$ cat config.mk
export PLATFORM = sky130hd
export DESIGN_NAME = adc_temperature_to_ascii_line
export DESIGN_NICKNAME = d
export VERILOG_FILES = /design/src/hdl/adct_pkg.sv /design/src/hdl/adc_temperature_to_ascii_line.sv /design/src/hdl/adct_div.sv /design/src/hdl/adct_bcd.sv
export SDC_FILE = /design/constraint.sdc
export NUM_CORES = 1
export LEC_CHECK = 0
export BUFFER_PORTS_ARGS = -buffer_cell sky130_fd_sc_hd__clkbuf_2
export CORE_MARGIN = 1
export CORE_UTILIZATION = 55
export DETAILED_ROUTE_END_ITERATION = 10
export GPL_TIMING_DRIVEN = 0
export MAX_ROUTING_LAYER = met4
export PLACE_DENSITY = 0.71
export SLEW_MARGIN = 20
export SYNTH_ARGS = -nofsm -noshare
export SYNTH_HDL_FRONTEND = slang
export SYNTH_SLANG_ARGS = --single-unit
$ cat constraint.sdc
create_clock -name clk -period 5.43 [get_ports clk]
set_clock_uncertainty 0.1 [all_clocks]
set_input_delay 0.543 -clock clk [delete_from_list [all_inputs] [get_ports clk]]
set_output_delay 0.543 -clock clk [all_outputs]
set_load 0.02 [all_outputs]
$ cat src/hdl/adct_pkg.sv
`default_nettype none
package adct_pkg;

	typedef enum logic [3:0] {
		ST_IDLE,
		ST_SLOPE,
		ST_MAG,
		ST_SCALE,
		ST_DIV_GO,
		ST_DIV_WAIT,
		ST_BCD_GO,
		ST_BCD_WAIT,
		ST_LOAD,
		ST_MINUS,
		ST_INT,
		ST_DOT,
		ST_FRAC,
		ST_CR,
		ST_LF
	} adct_state_t;

	typedef struct packed {
		logic busy;
		logic done;
	} adct_sts_t;

	localparam int SLOPE_K_W = 13;
	localparam logic [SLOPE_K_W-1:0] SLOPE_K = 13'd6600;
	localparam int OFFSET_W = 24;
	localparam logic [OFFSET_W-1:0] OFFSET_K = 24'd12592125;
	localparam int DIV_W = 16;
	localparam logic [DIV_W-1:0] DIVISOR_K = 16'd35217;
	localparam int MAX_CHARS = 9;
	localparam int ROOM_W = 4;

	localparam logic [7:0] CH_MINUS = 8'h2D;
	localparam logic [7:0] CH_DOT = 8'h2E;
	localparam logic [7:0] CH_ZERO = 8'h30;
	localparam logic [7:0] CH_NINE = 8'h39;
	localparam logic [7:0] CH_CR = 8'h0D;
	localparam logic [7:0] CH_LF = 8'h0A;

endpackage
`default_nettype wire

$ cat src/hdl/adc_temperature_to_ascii_line.sv
// channel | dir | handshake          | payload
// s       | in  | s_tvalid/s_tready  | s_tdata: adc_sample
// m       | out | m_tvalid/m_tready  | m_tdata: char_out, m_tlast: last_char
//
// Each sample passes through the bit-serial divider and then the serial BCD converter.
// Characters leave at most one per cycle while m_tready stays high; each suppressed
// leading zero leaves an idle slot in the character stream.
// arst_n clears the sequencer and the output valid; datapath registers are not reset.
// A stalled output holds the sequencer; a new sample is taken once the line-feed
// sits in the output register.
`default_nettype none
module adc_temperature_to_ascii_line #(
	parameter int SAMPLE_BITS = 12,
	parameter int FRACTION_DIGITS = 2
) (
	input  wire logic                                clk,
	input  wire logic                                arst_n,
	input  wire logic                                s_tvalid,
	output logic                                     s_tready,
	input  wire logic [((SAMPLE_BITS+7)/8)*8-1:0]    s_tdata,  // adc_sample
	output logic                                     m_tvalid,
	input  wire logic                                m_tready,
	output logic      [7:0]                          m_tdata,  // char_out
	output logic                                     m_tlast
);
	import adct_pkg::*;

	localparam int SLOPE_W = SAMPLE_BITS + SLOPE_K_W;
	localparam int MAGNUM_W = (SLOPE_W > OFFSET_W) ? SLOPE_W : OFFSET_W;
	localparam int SCALE = 10 ** FRACTION_DIGITS;
	localparam int SCALE_W = $clog2(SCALE + 1);
	localparam int NUM_W = MAGNUM_W + SCALE_W;
	localparam int MAG_W = NUM_W - DIV_W + 1;
	localparam int DIG_N = (MAG_W * 30103) / 100000 + 1;
	localparam int POS_W = $clog2(DIG_N);
	localparam int ROOM_POS = MAX_CHARS - 3 - FRACTION_DIGITS;

	adct_state_t state_q, state_d;

	logic [SAMPLE_BITS-1:0] sample_q;
	logic [SLOPE_W-1:0]     slope_q;
	logic [MAGNUM_W-1:0]    magnum_q;
	logic [NUM_W-1:0]       num_q;
	logic                   neg_q;
	logic [ROOM_W-1:0]      room_q;
	logic [DIG_N*4-1:0]     dig_q;
	logic [POS_W-1:0]       pos_q;
	logic                   sat_q;
	logic                   started_q;

	logic                   m_tvalid_q;
	logic [7:0]             m_tdata_q;
	logic                   m_tlast_q;

	logic [MAG_W-1:0]       quotient;
	logic [DIG_N*4-1:0]     bcd;
	adct_sts_t              div_sts;
	adct_sts_t              bcd_sts;

	logic                   div_start;
	logic                   bcd_start;
	logic                   out_free;
	logic                   emit;
	logic [7:0]             emit_char;
	logic                   emit_last;
	logic                   dig_step;
	logic [3:0]             cur_dig;
	logic                   below_room;
	logic                   show;
	logic                   sat;
	logic [MAGNUM_W-1:0]    mag_slope;
	logic [MAGNUM_W-1:0]    mag_off;

	adct_div #(
		.NUM_W(NUM_W),
		.Q_W  (MAG_W)
	) u_div (
		.clk     (clk),
		.arst_n  (arst_n),
		.start   (div_start),
		.dividend(num_q),
		.quotient(quotient),
		.sts     (div_sts)
	);

	adct_bcd #(
		.BIN_W(MAG_W),
		.DIG_N(DIG_N)
	) u_bcd (
		.clk   (clk),
		.arst_n(arst_n),
		.start (bcd_start),
		.bin   (quotient),
		.bcd   (bcd),
		.sts   (bcd_sts)
	);

	always_comb begin
		mag_slope  = MAGNUM_W'(slope_q);
		mag_off    = MAGNUM_W'(OFFSET_K);
		cur_dig    = dig_q[DIG_N*4-1 -: 4];
		below_room = (ROOM_W'(pos_q) - ROOM_W'(FRACTION_DIGITS)) < room_q;
		show       = sat_q ? below_room
			: (started_q || (cur_dig != 4'd0) || (pos_q == POS_W'(FRACTION_DIGITS)));
		sat = 1'b0;
		for (int p = FRACTION_DIGITS; p < DIG_N; p++) begin
			if ((ROOM_W'(p - FRACTION_DIGITS) >= room_q) && (bcd[p*4 +: 4] != 4'd0)) begin
				sat = 1'b1;
			end
		end
	end

	assign out_free = !m_tvalid_q || m_tready;

	always_ff @(posedge clk or negedge arst_n) begin
		if (!arst_n) begin
			state_q <= ST_IDLE;
		end else begin
			state_q <= state_d;
		end
	end

	always_comb begin
		state_d   = state_q;
		s_tready  = 1'b0;
		div_start = 1'b0;
		bcd_start = 1'b0;
		emit      = 1'b0;
		emit_char = CH_ZERO;
		emit_last = 1'b0;
		dig_step  = 1'b0;
		case (state_q)
			ST_IDLE: begin
				s_tready = 1'b1;
				if (s_tvalid) begin
					state_d = ST_SLOPE;
				end
			end
			ST_SLOPE: state_d = ST_MAG;
			ST_MAG:   state_d = ST_SCALE;
			ST_SCALE: state_d = ST_DIV_GO;
			ST_DIV_GO: begin
				div_start = 1'b1;
				state_d   = ST_DIV_WAIT;
			end
			ST_DIV_WAIT: begin
				if (div_sts.done) begin
					state_d = ST_BCD_GO;
				end
			end
			ST_BCD_GO: begin
				bcd_start = 1'b1;
				state_d   = ST_BCD_WAIT;
			end
			ST_BCD_WAIT: begin
				if (bcd_sts.done) begin
					state_d = ST_LOAD;
				end
			end
			ST_LOAD: state_d = ST_MINUS;
			ST_MINUS: begin
				if (!neg_q) begin
					state_d = ST_INT;
				end else if (out_free) begin
					emit      = 1'b1;
					emit_char = CH_MINUS;
					state_d   = ST_INT;
				end
			end
			ST_INT: begin
				if (out_free) begin
					emit      = show;
					emit_char = sat_q ? CH_NINE : CH_ZERO + {4'd0, cur_dig};
					dig_step  = 1'b1;
					if (pos_q == POS_W'(FRACTION_DIGITS)) begin
						state_d = ST_DOT;
					end
				end
			end
			ST_DOT: begin
				if (out_free) begin
					emit      = 1'b1;
					emit_char = CH_DOT;
					state_d   = (FRACTION_DIGITS == 0) ? ST_CR : ST_FRAC;
				end
			end
			ST_FRAC: begin
				if (out_free) begin
					emit      = 1'b1;
					emit_char = CH_ZERO + {4'd0, cur_dig};
					dig_step  = 1'b1;
					if (pos_q == '0) begin
						state_d = ST_CR;
					end
				end
			end
			ST_CR: begin
				if (out_free) begin
					emit      = 1'b1;
					emit_char = CH_CR;
					state_d   = ST_LF;
				end
			end
			ST_LF: begin
				if (out_free) begin
					emit      = 1'b1;
					emit_char = CH_LF;
					emit_last = 1'b1;
					state_d   = ST_IDLE;
				end
			end
			default: state_d = ST_IDLE;
		endcase
	end

	always_ff @(posedge clk) begin
		if (s_tvalid && s_tready) begin
			sample_q <= s_tdata[SAMPLE_BITS-1:0];
		end
		if (state_q == ST_SLOPE) begin
			slope_q <= SLOPE_W'(sample_q) * SLOPE_W'(SLOPE_K);
		end
		if (state_q == ST_MAG) begin
			neg_q    <= mag_slope > mag_off;
			magnum_q <= (mag_slope > mag_off) ? mag_slope - mag_off : mag_off - mag_slope;
			room_q   <= (mag_slope > mag_off) ? ROOM_W'(ROOM_POS - 1) : ROOM_W'(ROOM_POS);
		end
		if (state_q == ST_SCALE) begin
			num_q <= NUM_W'(magnum_q) * NUM_W'(SCALE);
		end
		if (state_q == ST_LOAD) begin
			dig_q     <= bcd;
			sat_q     <= sat;
			pos_q     <= POS_W'(DIG_N - 1);
			started_q <= 1'b0;
		end else if (dig_step) begin
			dig_q     <= {dig_q[DIG_N*4-5:0], 4'd0};
			pos_q     <= pos_q - 1'b1;
			started_q <= started_q | show;
		end
		if (emit) begin
			m_tdata_q <= emit_char;
			m_tlast_q <= emit_last;
		end
	end

	always_ff @(posedge clk or negedge arst_n) begin
		if (!arst_n) begin
			m_tvalid_q <= 1'b0;
		end else if (emit) begin
			m_tvalid_q <= 1'b1;
		end else if (m_tready) begin
			m_tvalid_q <= 1'b0;
		end
	end

	assign m_tvalid = m_tvalid_q;
	assign m_tdata  = m_tdata_q;
	assign m_tlast  = m_tlast_q;

	a_accept_units_idle: assert property (@(posedge clk) disable iff (!arst_n)
		(s_tvalid && s_tready) |-> (!div_sts.busy && !bcd_sts.busy))
		else $error("request accepted while a serial unit is busy");

	a_last_is_lf: assert property (@(posedge clk) disable iff (!arst_n)
		m_tvalid |-> (m_tlast == (m_tdata == CH_LF)))
		else $error("line end flag does not match line feed");

	a_div_done: assert property (@(posedge clk) disable iff (!arst_n)
		div_sts.done |-> ($past(div_sts.busy) && state_q == ST_DIV_WAIT))
		else $error("divider done outside its wait state");

	a_bcd_done: assert property (@(posedge clk) disable iff (!arst_n)
		bcd_sts.done |-> ($past(bcd_sts.busy) && state_q == ST_BCD_WAIT))
		else $error("converter done outside its wait state");

endmodule
`default_nettype wire

$ cat src/hdl/adct_div.sv
`default_nettype none
module adct_div #(
	parameter int NUM_W = 32,
	parameter int Q_W = 17
) (
	input  wire logic                clk,
	input  wire logic                arst_n,
	input  wire logic                start,
	input  wire logic [NUM_W-1:0]    dividend,
	output logic      [Q_W-1:0]      quotient,
	output adct_pkg::adct_sts_t      sts
);
	import adct_pkg::*;

	localparam int CNT_W = $clog2(NUM_W + 1);
	localparam logic [DIV_W:0] DIV_CMP = {1'b0, DIVISOR_K};

	logic [NUM_W-1:0] quo_q;
	logic [DIV_W-1:0] rem_q;
	logic [CNT_W-1:0] cnt_q;
	logic             busy_q;
	logic             done_q;
	logic [DIV_W:0]   trial;
	logic             qbit;
	logic [DIV_W:0]   diff;

	always_comb begin
		trial = {rem_q, quo_q[NUM_W-1]};
		qbit  = trial >= DIV_CMP;
		diff  = trial - DIV_CMP;
	end

	always_ff @(posedge clk or negedge arst_n) begin
		if (!arst_n) begin
			busy_q <= 1'b0;
			done_q <= 1'b0;
			cnt_q  <= '0;
		end else begin
			done_q <= 1'b0;
			if (start) begin
				busy_q <= 1'b1;
				cnt_q  <= CNT_W'(NUM_W);
			end else if (busy_q) begin
				cnt_q <= cnt_q - 1'b1;
				if (cnt_q == CNT_W'(1)) begin
					busy_q <= 1'b0;
					done_q <= 1'b1;
				end
			end
		end
	end

	always_ff @(posedge clk) begin
		if (start) begin
			quo_q <= dividend;
			rem_q <= '0;
		end else if (busy_q) begin
			quo_q <= {quo_q[NUM_W-2:0], qbit};
			rem_q <= qbit ? diff[DIV_W-1:0] : trial[DIV_W-1:0];
		end
	end

	assign quotient = quo_q[Q_W-1:0];
	assign sts.busy = busy_q;
	assign sts.done = done_q;

endmodule
`default_nettype wire

$ cat src/hdl/adct_bcd.sv
`default_nettype none
module adct_bcd #(
	parameter int BIN_W = 17,
	parameter int DIG_N = 6
) (
	input  wire logic                 clk,
	input  wire logic                 arst_n,
	input  wire logic                 start,
	input  wire logic [BIN_W-1:0]     bin,
	output logic      [DIG_N*4-1:0]   bcd,
	output adct_pkg::adct_sts_t       sts
);
	import adct_pkg::*;

	localparam int CNT_W = $clog2(BIN_W + 1);

	logic [BIN_W-1:0]   bin_q;
	logic [DIG_N*4-1:0] bcd_q;
	logic [DIG_N*4-1:0] adj;
	logic [CNT_W-1:0]   cnt_q;
	logic               busy_q;
	logic               done_q;

	always_comb begin
		for (int i = 0; i < DIG_N; i++) begin
			adj[i*4 +: 4] = (bcd_q[i*4 +: 4] >= 4'd5) ? bcd_q[i*4 +: 4] + 4'd3
				: bcd_q[i*4 +: 4];
		end
	end

	always_ff @(posedge clk or negedge arst_n) begin
		if (!arst_n) begin
			busy_q <= 1'b0;
			done_q <= 1'b0;
			cnt_q  <= '0;
		end else begin
			done_q <= 1'b0;
			if (start) begin
				busy_q <= 1'b1;
				cnt_q  <= CNT_W'(BIN_W);
			end else if (busy_q) begin
				cnt_q <= cnt_q - 1'b1;
				if (cnt_q == CNT_W'(1)) begin
					busy_q <= 1'b0;
					done_q <= 1'b1;
				end
			end
		end
	end

	always_ff @(posedge clk) begin
		if (start) begin
			bin_q <= bin;
			bcd_q <= '0;
		end else if (busy_q) begin
			bin_q <= {bin_q[BIN_W-2:0], 1'b0};
			bcd_q <= {adj[DIG_N*4-2:0], bin_q[BIN_W-1]};
		end
	end

	assign bcd      = bcd_q;
	assign sts.busy = busy_q;
	assign sts.done = done_q;

endmodule
`default_nettype wire

; After elaboration in Yosys (flattened, before gate mapping)
; Cells that the tools add are included.
; W data, S select, Z words.
[word_totals]
input_bits = 20
out_inout_bits = 11
elab_cells = 172
reg_bits = 241
[op_classes]
mux = 65
eq_ne = 28
mul = 2
bitwise = 1
order_cmp = 13
reduce_logical = 24
n_addsub = 14
[ops]
columns = cell, n
row1 = $mux W4, 17
row2 = $mux W32, 2
row3 = $pmux W4 S15, 1
row4 = $mux W24, 2
row5 = $pmux W8 S6, 1
row6 = $mux W17, 2
row7 = $mul A25 B5 Y30 const B, 1
row8 = $eq A4 B4 Y1 const B, 7
row9 = $gt A25 B24 Y1 const B, 1
row10 = $mux W25, 1
row11 = $mux W5, 5
row12 = $sub A24 B25 Y25 const A, 1
row13 = $sub A25 B24 Y25 const B, 1
row14 = $ge A4 B3 Y1 const B, 6
row15 = $mux W6, 4
row16 = $mux W1, 23
row17 = $mul A12 B10 Y22 const B, 1
row18 = $add A4 B2 Y4 const B, 5
row19 = $reduce_bool A4 Y1, 5
row20 = $ge A17 B16 Y1 const B, 1
row21 = $eq A4 B3 Y1 const B, 4
row22 = $mux W16, 1
row23 = $mux W8, 2
row24 = $ne A2 B2 Y1 const B, 8
row25 = other kinds (31), 45

; Logic depth before layout (Yosys ltp)
[logic_depth]
word_depth = 7
depth_mapped = 18
mapped_depth_nobuf = 17

; Cells and area by module
; A second synthesis with hierarchy kept.
[unflattened]
hier_cells = 1484
area_unflattened_um2 = 16035.4
[by_module_without_submodules]
columns = mod, cells_each, instances, area_each_um2
row1 = adc_temperature_to_ascii_line, 962, 1, 10446.3
row2 = adct_div, 277, 1, 3088.0
row3 = adct_bcd, 245, 1, 2501.1

; Worst setup path after synthesis
; No wires, ideal clock.
[synth_path]
kind = register -> register
from = register sample_q[1]
to = register slope_q[20] (netlist: mag_slope[20]), data pin
synth_period_minus_slack_ps = 4599
path_stages_with_launch = 17
setup_ps = 263
setup_slack_ps = 831
required_ps = 5067
arrival_ps = 4236
path_buffers = 0
path_cell_list = edfxtp_1 -> ha_1 -> xor2_1 -> ha_1 -> fa_1 -> fa_1 -> inv_1 -> fa_1 -> inv_1 -> ha_1 -> a21oi_1 -> o21ai_0 -> or3_1 -> o211ai_1 -> nand2_1 -> a21oi_1 -> xnor2_1
[synth_via]
elab_chain_cells = 1
[synth_lines]
columns = item, line
row1 = start: declaration, adc_temperature_to_ascii_line.sv:40  ; logic [SAMPLE_BITS-1:0] sample_q;
row2 = start signal: assignment, adc_temperature_to_ascii_line.sv:218  ; sample_q <= s_tdata[SAMPLE_BITS-1:0];
row3 = $mul A12 B10 Y22, adc_temperature_to_ascii_line.sv:221  ; slope_q <= SLOPE_W'(sample_q) * SLOPE_W'(SLOPE_K);
row4 = end signal: assignment, adc_temperature_to_ascii_line.sv:221
row5 = end: declaration, adc_temperature_to_ascii_line.sv:41  ; logic [SLOPE_W-1:0] slope_q;
; Every way passes these cells.
; A chain may end at the register's enable or synchronous reset.

; Worst setup path after layout
[layout_path]
from = register sample_q[2]
to = register slope_q[20] (netlist: mag_slope[20]), data pin
; Same word-level chain as after synthesis.

==> metrics.md <==
| Metric | Value |
|---|---|
| Antenna diode count | 0 |
| Cell taking the most area after synthesis | edfxtp_1 |
| Synth-to-Final Area Change | 9.78% |
| Yosys warning count | 0 |
| CTS clk-pin slew, worst paths | roughly 0.060 ns |
| Critical Path AT | ~5.1 ns |
| Final Instance Count excl. Fillers | 1913 |
| Crit-path max cell delay | around 0.55 ns |
| Routed Antenna Nets | 0 |
| Top-area cell type share of the netlist area | 0.331 |
| Final setup violation count | 0 |
| Routed vias | roughly 10000 |
| DRC viols | 0 |
| Top delay family on crit path | adder cells |
| Place WS | about 0.50 ns |
| Startpoint class of the critical path | flip-flop |
| Via-per-instance ratio | about 5.3 |
| Final hold vios | 0 |
| Most frequent cells after synthesis | inv_1, ha_1, edfxtp_1, nand2_1, a21oi_1 |
| Die X-Extent | around 170 um |
| Ports | 31 |
| Placed insts | about 1900 |
| Status | complete, no violations |
| Final cycle utilization of the critical path | 0.917 |
| Core ar. | around 27000 um2 |
| Slowest stage cell on the critical path | fa_1 |
| Max Root-Sink Buffers | 3 |
| Setup TNS | 0 ns |
| Clk_lat worst skew | 0.52 ns |
| Mapped cell area | between 15000 and 20000 um2 |
| Fin. max-slew vios | 0 |
| WL/cell | between 10 and 15 um |
| Total CTS buffers | 26 |
| TritonCTS clock tree | done |
| Remaining global-route overflow | 0 |
| WS Path Type | flip-flop to flip-flop |
| Post-Synthesis Mean Instance Area | between 10 and 15 um2 |
| RSZ-0062 raised after global routing | false |
| Gpl congestion | between 0.8 and 0.9 |
| Total GRT Usage | 0.206 |
| Synth area leaders | edfxtp_1, ha_1, fa_1 |
| Synthesized instance count | 1463 |
| Die area | ~28000 um2 |
| CTS H-tree lvls | 1 |
| Port buffer count | 24 |
| Least-Margin Pin Slew | around 0.83 ns |
| Post-DP HPWL | slightly above 20 mm |
| Share of layout cells above drive strength 1 | 0.0831 |
| Clock root cell | clkbuf_16 |
| Starting Density | 0.563 |
| Fin Hold WS | around 0.093 ns |
| Height of the die | between 150 and 200 um |
| Placement row count | 60 |
| Most used flip-flop cell after synthesis | edfxtp_1 |
| Min cycle time layout | between 4 and 5 ns |
| Critical Path Sink Type | flip-flop |
| Distinct cells, synth | between 60 and 70 |
| Max Clock Freq | 201 MHz |
| Relative slew slack | 0.445 |
| Max-cap violation count | 0 |
| CP required | 5.59 ns |
| Detailed Route Iter0 Violations | just over 700 |
| Initial antenna violation count | 0 |
| Final Net Count | 1769 |
| Drt first pass iters | 5 |
| Clk sinks | 232 |
| Number of global-route vias before repair | between 9000 and 10000 |
| CP Cell Sequence | ha_1, xor2_1, ha_1, fa_1, fa_1, inv_1, fa_1, inv_1, ha_1, a21oi_1, o21ai_0, or3_1, o211ai_1, nand2_1, a21oi_1, xnor2_1 |
| Worst Path Buf+Inv | 2 |
| Sequential area share after synthesis | 0.421 |
| Final worst setup slack | approximately 0.45 ns |
| Asr flop ratio synth | 0.0862 |
| First-pass GRT wire length | 47.1 mm |
| CTS resizes | 0 |
| Largest net degree at the start of global routing | 33 |
| Number of flops mapped to enable cells by yosys | about 170 |
| FF+latch count, synth | roughly 230 |
| Routed wire length | between 20 and 30 mm |
| Most common cell in the netlist | inv_1 |
| Worst hold-check path type | input pin to flip-flop |
| Critical path peak fanout | 5 |
## cells in the final DEF, fill, tap and decap left out, drive strengths merged, types with 8 or more instances in the layout
master / count
a211oi: 12
a21o: 25
a21oi: 84
a31oi: 9
and2: 8
buf: 11
clkbuf: 103
dfrtp: 20
dfxtp: 44
edfxtp: 168
fa: 49
ha: 179
inv: 197
mux2: 37
mux2i: 10
nand2: 144
nand2b: 21
nand3: 21
nor2: 76
nor3: 27
o21ai: 74
o21bai: 10
xnor2: 67
xor2: 40
## stage by stage
step           utilization  instance area (um2)
2_1_floorplan            -                15300
3_3_place_gp         0.584                15800
3_5_place_dp         0.586                15900
4_1_cts              0.618                16700
5_1_grt              0.618                16700
6_report             0.618                16700
## logic make-up after synthesis
| family | count (synthesis) | synth area share |
|---|---|---|
| adder cells (fa/ha/maj) | 228 | 0.211 |
| flip-flops | 232 | 0.421 |
| XOR/XNOR | 107 | 0.0620 |
| other | 1 | 0.000246 |
| multiplexers | 47 | 0.0339 |
| buffers and inverters | 241 | 0.0610 |
| AO/OA/AOI/OAI | 255 | 0.102 |
| AND/OR/NAND/NOR | 352 | 0.108 |
## state kept, by name, indices dropped and copies added, names as in the netlist, 3 cells and up
register	cells
u_div.quo_q	32
u_bcd.cnt_q	5
num_q	29
sample_q	12
u_div.rem_q	16
m_tdata	6
mag_slope	22
u_div.cnt_q	6
magnum_q	23
u_bcd.bcd	24
state_q	4
pos_q	3
dig_q	24
u_bcd.bin_q	17
## metal layers
metal,up-vias,share of wire,GRT usage
met5,-,0,-
met4,0,0.017,0.0399
met3,35,0.040,0.0241
met2,164,0.48,0.349
met1,4776,0.46,0.270
li1,5161,-,-
## path summary, 6_finish.rpt
check                             from  cells past startpoint  slack [ns]              to
setup / recovery           sample_q[2]                     16        0.45   mag_slope[20]
hold / removal             s_tdata[10]                      1        0.09    sample_q[10]
setup reg to reg           sample_q[2]                     16        0.45   mag_slope[20]
hold reg to reg              started_q                      2        0.39       started_q
max in group asynchronous       arst_n                      2        4.42  u_bcd.cnt_q[3]
min in group asynchronous       arst_n                      2        0.44  u_div.cnt_q[3]
## timing repair
item                                   CTS  global route
hold buffers                             1             0
endpoints found under the hold margin   20             0
buffers inserted                         0             0
## area by class of cell
type                    instances  area [um2]
fillers                      2207       10400
multi-input cells             991        7910
flip-flops and latches        232        6430
clock buffers                  39         761
inverters                     194         731
well taps                     372         465
plain buffers                  47         200
repair buffers                 29         168
clock inverters                 9        81.3
Power is left out: the tool's default activity adds up to more than one toggle a clock period on the data nets, which glitch-free logic cannot reach.
